===== src/rtl/core/cau_pkg.sv =====
// ----------------------------------------------------------------------------
// cau_pkg: shared types and helpers for the complex arithmetic unit
// Opcodes, controller-to-datapath command and status, saturation helper.
// ----------------------------------------------------------------------------
package cau_pkg;

  localparam int MAX_EXPONENT_DEF  = 16;
  localparam int FRACTION_BITS_DEF = 16;

  typedef enum logic [1:0] {
    OP_ADD = 2'd0,
    OP_MUL = 2'd1,
    OP_DIV = 2'd2,
    OP_POW = 2'd3
  } opcode_t;

  // datapath micro-operations
  typedef enum logic [3:0] {
    CMD_NOP,
    CMD_LOAD,
    CMD_ADD,
    CMD_MUL,
    CMD_SUM,
    CMD_RND,
    CMD_DSTART,
    CMD_DWB,
    CMD_DZ,
    CMD_OUT
  } cmd_op_t;

  // which product pair feeds the accumulator adder
  typedef enum logic [2:0] {
    SEL_MUL_RE,
    SEL_MUL_IM,
    SEL_DIV_RE,
    SEL_DIV_IM,
    SEL_DENOM
  } sum_sel_t;

  typedef struct packed {
    cmd_op_t  op;
    logic [2:0] idx;       // product slot for CMD_MUL
    sum_sel_t sel;         // sum select for CMD_SUM
    logic     im;          // write imaginary part on RND/DWB
    logic     init_one;    // LOAD: accumulator starts at 1.0
    logic     use_a;       // LOAD: second operand taken from a
  } cmd_t;

  typedef struct packed {
    logic div_done;
    logic d_zero;
  } status_t;

  typedef struct packed {
    logic [31:0] val;
    logic        ovf;
  } sat_t;

  // clamp a sign/magnitude value to 32-bit two's complement
  function automatic sat_t sat32(logic neg, logic big, logic [64:0] mag);
    sat_t s;
    s.ovf = 1'b1;
    if (!neg && (big || mag > 65'h0_7FFF_FFFF)) begin
      s.val = 32'h7FFF_FFFF;
    end else if (neg && (big || mag > 65'h0_8000_0000)) begin
      s.val = 32'h8000_0000;
    end else begin
      s.ovf = 1'b0;
      s.val = neg ? (32'd0 - mag[31:0]) : mag[31:0];
    end
    return s;
  endfunction

endpackage


===== src/rtl/core/cau_ctrl.sv =====
// ----------------------------------------------------------------------------
// cau_ctrl: sequencer for the complex arithmetic unit
// Walks each request through add, product, sum, round and divide steps.
// ----------------------------------------------------------------------------
module cau_ctrl #(
  parameter int MAX_EXPONENT = cau_pkg::MAX_EXPONENT_DEF,
  parameter int FRACTION_BITS = cau_pkg::FRACTION_BITS_DEF
) (
  input  logic              clk,
  input  logic              rst_n,
  input  logic              start,
  input  logic [1:0]        opcode,
  input  logic signed [5:0] exponent,
  input  cau_pkg::status_t  status,
  output cau_pkg::cmd_t     cmd,
  output logic              busy,
  output logic              out_valid
);

  localparam int CW = $clog2(MAX_EXPONENT + 1);

  typedef enum logic [3:0] {
    S_IDLE, S_ADD, S_MULP, S_SUMD, S_CHKZ, S_SUMRE, S_RNDRE, S_DSTRE, S_DWRE,
    S_SUMIM, S_RNDIM, S_DSTIM, S_DWIM, S_FIN
  } state_t;

  state_t        state_r, state_nxt;
  logic [2:0]    k_r, k_nxt;
  logic [CW-1:0] cnt_r, cnt_nxt;
  logic          div_r, div_nxt;
  logic          valid_r, valid_nxt;

  logic [6:0]    emag;
  logic [CW-1:0] eclamp;
  logic          last_iter;

  // clamp exponent magnitude
  always_comb begin
    emag = exponent[5] ? (7'd0 - {exponent[5], exponent}) : {1'b0, exponent};
    if (32'(emag) > MAX_EXPONENT) eclamp = CW'(MAX_EXPONENT);
    else eclamp = CW'(emag);
  end

  assign last_iter = (cnt_r == CW'(1));

  always_comb begin
    state_nxt    = state_r;
    k_nxt        = k_r;
    cnt_nxt      = cnt_r;
    div_nxt      = div_r;
    valid_nxt    = 1'b0;
    cmd          = '0;
    cmd.op       = cau_pkg::CMD_NOP;
    cmd.sel      = cau_pkg::SEL_MUL_RE;
    unique case (state_r)
      S_IDLE: begin
        if (start) begin
          cmd.op       = cau_pkg::CMD_LOAD;
          cmd.use_a    = (opcode == cau_pkg::OP_POW);
          cmd.init_one = (opcode == cau_pkg::OP_POW) && (exponent <= 6'sd0);
          k_nxt        = 3'd0;
          cnt_nxt      = CW'(1);
          div_nxt      = (opcode == cau_pkg::OP_DIV);
          unique case (opcode)
            cau_pkg::OP_ADD: state_nxt = S_ADD;
            cau_pkg::OP_MUL,
            cau_pkg::OP_DIV: state_nxt = S_MULP;
            default: begin
              if (exponent == 6'sd0) begin
                state_nxt = S_FIN;
              end else if (exponent > 6'sd0) begin
                div_nxt   = 1'b0;
                cnt_nxt   = eclamp - CW'(1);
                state_nxt = (eclamp == CW'(1)) ? S_FIN : S_MULP;
              end else begin
                div_nxt   = 1'b1;
                cnt_nxt   = eclamp;
                state_nxt = S_MULP;
              end
            end
          endcase
        end
      end
      S_ADD: begin
        cmd.op    = cau_pkg::CMD_ADD;
        state_nxt = S_FIN;
      end
      // one product per cycle through the shared multiplier
      S_MULP: begin
        cmd.op  = cau_pkg::CMD_MUL;
        cmd.idx = k_r;
        k_nxt   = k_r + 3'd1;
        if (k_r == (div_r ? 3'd5 : 3'd3)) begin
          k_nxt     = 3'd0;
          state_nxt = div_r ? S_SUMD : S_SUMRE;
        end
      end
      S_SUMD: begin
        cmd.op    = cau_pkg::CMD_SUM;
        cmd.sel   = cau_pkg::SEL_DENOM;
        state_nxt = S_CHKZ;
      end
      S_CHKZ: begin
        if (status.d_zero) begin
          cmd.op    = cau_pkg::CMD_DZ;
          state_nxt = S_FIN;
        end else begin
          state_nxt = S_SUMRE;
        end
      end
      S_SUMRE: begin
        cmd.op    = cau_pkg::CMD_SUM;
        cmd.sel   = div_r ? cau_pkg::SEL_DIV_RE : cau_pkg::SEL_MUL_RE;
        state_nxt = div_r ? S_DSTRE : S_RNDRE;
      end
      S_RNDRE: begin
        cmd.op    = cau_pkg::CMD_RND;
        state_nxt = S_SUMIM;
      end
      S_DSTRE: begin
        cmd.op    = cau_pkg::CMD_DSTART;
        state_nxt = S_DWRE;
      end
      S_DWRE: begin
        if (status.div_done) begin
          cmd.op    = cau_pkg::CMD_DWB;
          state_nxt = S_SUMIM;
        end
      end
      S_SUMIM: begin
        cmd.op    = cau_pkg::CMD_SUM;
        cmd.sel   = div_r ? cau_pkg::SEL_DIV_IM : cau_pkg::SEL_MUL_IM;
        state_nxt = div_r ? S_DSTIM : S_RNDIM;
      end
      S_RNDIM: begin
        cmd.op    = cau_pkg::CMD_RND;
        cmd.im    = 1'b1;
        cnt_nxt   = cnt_r - CW'(1);
        state_nxt = last_iter ? S_FIN : S_MULP;
      end
      S_DSTIM: begin
        cmd.op    = cau_pkg::CMD_DSTART;
        state_nxt = S_DWIM;
      end
      S_DWIM: begin
        if (status.div_done) begin
          cmd.op    = cau_pkg::CMD_DWB;
          cmd.im    = 1'b1;
          cnt_nxt   = cnt_r - CW'(1);
          state_nxt = last_iter ? S_FIN : S_MULP;
        end
      end
      S_FIN: begin
        cmd.op    = cau_pkg::CMD_OUT;
        valid_nxt = 1'b1;
        state_nxt = S_IDLE;
      end
      default: state_nxt = S_IDLE;
    endcase
  end

  // state and registered strobe
  always_ff @(posedge clk) begin
    if (!rst_n) begin
      state_r <= S_IDLE;
      k_r     <= '0;
      cnt_r   <= '0;
      div_r   <= 1'b0;
      valid_r <= 1'b0;
    end else begin
      state_r <= state_nxt;
      k_r     <= k_nxt;
      cnt_r   <= cnt_nxt;
      div_r   <= div_nxt;
      valid_r <= valid_nxt;
    end
  end

  assign busy      = (state_r != S_IDLE);
  assign out_valid = valid_r;

endmodule


===== config.mk =====
export PLATFORM = sky130hd
export DESIGN_NAME = cau_ctrl
export DESIGN_NICKNAME = d
export VERILOG_FILES = /design/src/rtl/core/cau_pkg.sv /design/src/rtl/core/cau_ctrl.sv
export SDC_FILE = /design/constraint.sdc
export NUM_CORES = 1
export LEC_CHECK = 0
export ABC_AREA = 1
export BUFFER_PORTS_ARGS = -buffer_cell sky130_fd_sc_hd__buf_2
export CAP_MARGIN = 30
export CELL_PAD_IN_SITES_DETAIL_PLACEMENT = 0
export CELL_PAD_IN_SITES_GLOBAL_PLACEMENT = 2
export CORE_MARGIN = 1.5
export CORE_UTILIZATION = 29
export DETAILED_ROUTE_END_ITERATION = 10
export GPL_ROUTABILITY_DRIVEN = 0
export PLACE_DENSITY_LB_ADDON = 0.25
export SYNTH_ARGS = -nofsm -noshare
export SYNTH_HDL_FRONTEND = slang
export SYNTH_SLANG_ARGS = --single-unit

===== constraint.sdc =====
create_clock -name clk -period 2.8 [get_ports clk]
set_input_delay 0.42 -clock clk [delete_from_list [all_inputs] [get_ports clk]]
set_output_delay 0.42 -clock clk [all_outputs]
set_load 0.02 [all_outputs]

==> results of run 1 <==
## synth_stat cells (all sizes together)
library cell | count | area share, %
a211oi | 1 | 0.48
a21oi | 18 | 6.1
a221oi | 1 | 0.57
a31oi | 2 | 0.81
buf | 1 | 0.73
dfxtp | 14 | 18
ha | 11 | 8.9
inv | 48 | 12
nand2 | 63 | 17
nand3 | 18 | 6.5
nand3b | 2 | 0.97
nand4 | 5 | 2.0
nor2 | 44 | 13
nor3 | 4 | 2.3
nor3b | 2 | 0.97
o211ai | 1 | 0.81
o21a | 1 | 0.48
o21ai | 15 | 4.8
o21bai | 1 | 0.73
o221a | 1 | 0.73
or2 | 1 | 0.40
xnor2 | 2 | 1.1
xor2 | 1 | 0.57
## per-layer routing
layer	track usage [%]	wire length (µm)	vias up
met5	0	0	-
met4	3.89	45	0
met3	1.44	130	4
met2	23.5	1680	26
met1	19.8	2070	719
li1	-	-	880
## state kept, by name (all words and copies together), names as in the netlist
register / cells
state_r: 4
cnt_r: 5
out_valid: 1
k_r: 3
div_r: 1
## logic make-up after synthesis
group                    count (synthesis)
adder cells (fa/ha/maj)                 11
flip-flops                              14
XOR/XNOR                                 3
buffers and inverters                   49
AND/OR/NAND/NOR                        139
AO/OA/AOI/OAI                           41
## metrics by stage
stage	std cells	total power [mW]	hold WS (ns)	worst slack [ns]
floorplan	257	1.08	0.457	0.625
global placement	353	1.35	0.483	0.301
detailed placement	353	1.34	0.484	0.260
CTS	356	1.52	0.483	0.360
global route	356	1.65	0.503	0.215
finish	356	1.50	0.491	0.377
## power by group through the flow
stage	combinational (mW)	sequential, mW	clock (mW)
6_report	1.01	0.320	0.167
5_1_grt	1.14	0.329	0.181
4_1_cts	1.02	0.320	0.174
3_5_place_dp	1.01	0.325	0
3_3_place_gp	1.03	0.324	0
2_1_floorplan	0.777	0.307	0
## cell type report
class | count | area (µm²)
repair buffers | 27 | 135
well taps | 70 | 87.6
inverters | 48 | 185
fillers | 632 | 3340
multi-input cells | 194 | 1070
clock buffers | 3 | 41.3
flip-flops and latches | 14 | 280
## worst max path at each step
stage / start / endpoint
2_1_floorplan: exponent[0] / cnt_r[1]
3_3_place_gp: exponent[0] / state_r[3]
3_5_place_dp: exponent[0] / state_r[3]
4_1_cts: exponent[0] / cmd[1]
5_1_grt: exponent[0] / cmd[1]
6_report: exponent[0] / cmd[1]
## worst max-delay path: cells and delay by family
kind	cells	cell delay, ns
simple gates	4	0.63
fa+ha+maj	2	0.46
compound gates	1	0.09
buf+inv	4	0.39
==> results.json, run 1 <==
{
  "path_class": "primary input to primary output",
  "ios": 28,
  "grt_max_degree": 10,
  "cp-start-kind": "primary input",
  "cp.required_ns": 2.38,
  "final_max_slew_viol_count": 0,
  "hold_start": "k_r[0]",
  "cts_hold_buf": 0,
  "vias": 1629,
  "critPathMaxStageDelay_ns": 0.26,
  "utilization_pct": 35.1,
  "hold_end": "k_r[0]",
  "worstSkewPairLatency_ns": 0.24,
  "dpl.hpwl_um": 3310,
  "crit_arrival_ns": 2.00,
  "grt_overflow_total": 0,
  "die_x_um": 76.1,
  "synth.avg_cell_area_um2": 6.03,
  "synthesis.area_mm2": 0.00155,
  "p_sw_share_pct": 53.5,
  "comb_power_share_pct": 67.4,
  "finalCritPeriodShare_pct": 86.5,
  "reg2reg_depth": 9,
  "slew_headroom_pct": 75.8,
  "seqPwrFrac_pct": 21.4,
  "initialDrtViolationCount": 79,
  "stdcell_area_mm2": 0.00180,
  "power_switching_mw": 0.800,
  "synth-adder-area-share_pct": 8.89,
  "slowest_stage": "ha_1",
  "maxCapViolCount": 0,
  "skew_ns": 0.000805,
  "hp-class": "flip-flop to flip-flop",
  "synth-simple-area-share_pct": 43.1,
  "final_cell_mix": "57 x nand2_1, 36 x inv_1, 35 x nor2_1, 27 x buf_2, 17 x a21oi_1",
  "synth_top_family_by_area": "simple AND/OR/NAND/NOR gates",
  "seq_area_frac_synth_pct": 18.1,
  "vias_per_cell": 4.58,
  "synth.distinct_cells": 34,
  "pwr_density_cell_mw_per_mm2": 830,
  "cts_tree": "done",
  "dieArea_mm2": 0.00579,
  "ir_drop_uv": 343,
  "clock.fmax_ghz": 0.413,
  "clockBufferDepth": 2,
  "fp.coreArea_mm2": 0.00514,
  "ys_warn_count": 0,
  "path_cells": "buf_2 -> inv_1 -> ha_1 -> nand3_2 -> nor2_4 -> ha_1 -> nand3b_1 -> nand2_4 -> o21ai_0 -> inv_1 -> buf_2",
  "htreeDepth": 1,
  "period_minus_slack_ns": 2.42,
  "wire_per_inst_um": 11.0,
  "yosys_register_bits": 14,
  "grt_setup_unrepaired": "false",
  "power.internal_mw": 0.695,
  "r2r_start": "state_r[2]",
  "path_clk_slew_ns": 0.06,
  "tightest_slew_ns": 0.359,
  "die_h_um": 76.1,
  "crit_fanout": 8,
  "p_clk_share_pct": 11.2,
  "antenna_cells": 0,
  "hold_viol": 0,
  "synth_compound_area_share_pct": 15.5,
  "dpl_cell_area_mm2": 0.00176,
  "r2r_end": "cnt_r[2]",
  "post_cts_buffers": 0,
  "drtAntennaViolNets": 0,
  "cts_sinks": 14,
  "drc": 0,
  "leakagePower_nw": 0.901,
  "grt_usage_pct": 14.2,
  "whs_path_depth": 2,
  "synth_fp_nets": 281,
  "status": "finished, final reports clean",
  "numPortBuffers": 27,
  "numCtsBuffers": 3,
  "cts.repair.resized": 0,
  "r2r_slack_ns": 1.07,
  "area_growth_pct": 16.3,
  "final_common_cell": "nand2_1",
  "grt_pass1_wl_um": 6890,
  "drive_gt1_share_pct": 23.1,
  "antenna_found_initial": 0,
  "syn_inst": 257,
  "synth_xor_area_share_pct": 1.70,
  "root_buffer": "clkbuf_8",
  "fin_tns_setup_ns": 0,
  "num_rows": 26,
  "start_util_pct": 30.1,
  "grt_pass1_vias": 1520,
  "end_kind": "primary output",
  "nets": 312,
  "muxShareOfSynthArea_pct": 0,
  "wirelength_um": 3930,
  "drt-pass1-iter-count": 4,
  "setup_viol": 0
}
(Power assumes the default switching activity.)
==> inputs of run 2 (changes only) <==
--- a/config.mk
+++ b/config.mk
@@ -6,7 +6,7 @@
 export NUM_CORES = 1
 export LEC_CHECK = 0
 export ABC_AREA = 1
-export BUFFER_PORTS_ARGS = -buffer_cell sky130_fd_sc_hd__buf_2
+export BUFFER_PORTS_ARGS = -buffer_cell sky130_fd_sc_hd__buf_4
 export CAP_MARGIN = 30
 export CELL_PAD_IN_SITES_DETAIL_PLACEMENT = 0
 export CELL_PAD_IN_SITES_GLOBAL_PLACEMENT = 2
==> constraint.sdc (replaced) <==
create_clock -name clk -period 2.8 [get_ports clk]
set_input_delay 0.14 -clock clk [delete_from_list [all_inputs] [get_ports clk]]
set_output_delay 0.14 -clock clk [all_outputs]
set_load 0.02 [all_outputs]
==> run 2 against run 1 <==
Against the previous run:
- critical endpoint is now state_r[2]
- count of clock-buffer cells in the layout did not move
- die area unchanged
- combinational power rose by 4%
==> results.json, run 2 (synthesis gave the netlist of run 1 again) <==
{
  "crit_fanout": 4,
  "largest_reg_flops": 5,
  "dieArea_mm2": 0.00579,
  "pwr_density_cell_mw_per_mm2": 822,
  "grt_usage_pct": 14.3,
  "grt_pass1_vias": 1522,
  "drtAntennaViolNets": 0,
  "numCtsBuffers": 3,
  "whs_ns": 0.194,
  "crit_arrival_ns": 2.13,
  "r2r_end": "k_r[2]",
  "path_clk_slew_ns": 0.06,
  "post-place-ws_ns": 0.576,
  "nets": 312,
  "reg2reg_depth": 9,
  "r2r_slack_ns": 1.05,
  "num_rows": 26,
  "grt_setup_unrepaired": "false",
  "maxCapViolCount": 0,
  "hp-class": "primary input to flip-flop",
  "clockBufferDepth": 2,
  "cts.repair.resized": 0,
  "drc": 0,
  "regMostFlops": "cnt_r",
  "cp-start-kind": "primary input",
  "grt_pass1_wl_um": 6900,
  "leakagePower_nw": 0.912,
  "wire_per_inst_um": 10.9,
  "fillers": 616,
  "antenna_found_initial": 0,
  "status": "finished, final reports clean",
  "grt_overflow_total": 0,
  "initialDrtViolationCount": 64,
  "antenna_cells": 0,
  "cts_sinks": 14,
  "path_class": "primary input to flip-flop",
  "drt-pass1-iter-count": 4,
  "htreeDepth": 1,
  "worstSkewPairLatency_ns": 0.24,
  "numPortBuffers": 27,
  "finalCritPeriodShare_pct": 69.6,
  "ir_drop_uv": 346,
  "final_max_slew_viol_count": 0,
  "start_util_pct": 30.1,
  "cts_tree": "done",
  "r2r_start": "state_r[3]",
  "area_growth_pct": 20.7,
  "drive_gt1_share_pct": 23.1,
  "fin_tns_setup_ns": 0,
  "setup_viol": 0,
  "dpl_cell_area_mm2": 0.00183,
  "stdcell_area_mm2": 0.00187,
  "die_x_um": 76.1,
  "cp.required_ns": 2.98,
  "final_cell_mix": "57 x nand2_1, 36 x inv_1, 35 x nor2_1, 27 x buf_4, 17 x a21oi_1",
  "vias_per_cell": 4.57,
  "tightest_slew_ns": 0.386,
  "setup_ws_ns": 0.852,
  "grt_max_degree": 10,
  "wirelength_um": 3900,
  "period_minus_slack_ns": 1.95,
  "clock.fmax_ghz": 0.513,
  "fp.coreArea_mm2": 0.00514,
  "regArea_um2": 280,
  "hold_viol": 0,
  "hold_end": "cnt_r[3]",
  "slew_headroom_pct": 74.2,
  "multiInputGateArea_mm2": 0.00107,
  "root_buffer": "clkbuf_8",
  "post_cts_buffers": 0,
  "die_h_um": 76.1,
  "end_kind": "flip-flop",
  "skew_ns": 0.00144,
  "final_common_cell": "nand2_1",
  "dpl.hpwl_um": 3280,
  "ios": 28,
  "cts_hold_buf": 0,
  "hold_start": "rst_n",
  "vias": 1627,
  "largestRegisters": "cnt_r (5), state_r (4), k_r (3)",
  "whs_path_depth": 3
}
run 2: stage by stage:
stage	utilization, %	power [mW]	cells
floorplan	-	1.08	257
global placement	35.6	1.39	353
detailed placement	35.6	1.38	353
CTS	36.4	1.55	356
global route	36.4	1.70	356
finish	36.4	1.54	356
run 2: area by class of cell:
cell class | instances | area share, %
flip-flops and latches | 14 | 15.0
clock buffers | 3 | 2.21
repair buffers | 27 | 10.8
inverters | 48 | 9.91
multi-input cells | 194 | 57.4
well taps | 70 | 4.69
run 2: worst max-delay path by stage:
stage | from | to | cells past startpoint
floorplan | exponent[0] | cnt_r[1] | 14
global placement | exponent[0] | state_r[3] | 17
detailed placement | exponent[0] | state_r[3] | 17
CTS | exponent[0] | state_r[2] | 17
global route | exponent[0] | state_r[1] | 19
finish | exponent[0] | state_r[2] | 17
run 2: power breakdown:
group	switching, mW	leakage, nW	internal (mW)
registers	0.0590	0.115	0.261
clock network	0.0739	0.0216	0.0953
logic	0.670	0.775	0.378
run 2: per-layer routing:
layer	vias to the layer above	part of all wire [%]	wire length [µm]	GRT usage, %
met2	31	44	1710	22.6
li1	876	-	-	-
met4	0	0.69	27	3.70
met5	-	0	0	0
met3	2	3.4	134	2.04
met1	718	52	2030	20.2
run 2: critical path, stage by stage:
cell and delay, ns:
buf_4 0.12, inv_1 0.08, ha_1 0.21, nand3_2 0.14, nor2_4 0.14, ha_1 0.15
inv_1 0.04, nand2_1 0.15, a21oi_2 0.07, nand2_1 0.11, ha_1 0.17, nand4_1 0.10
o21bai_2 0.16, nand3_2 0.11, nand3_1 0.09, nand2_1 0.05, a21oi_1 0.11
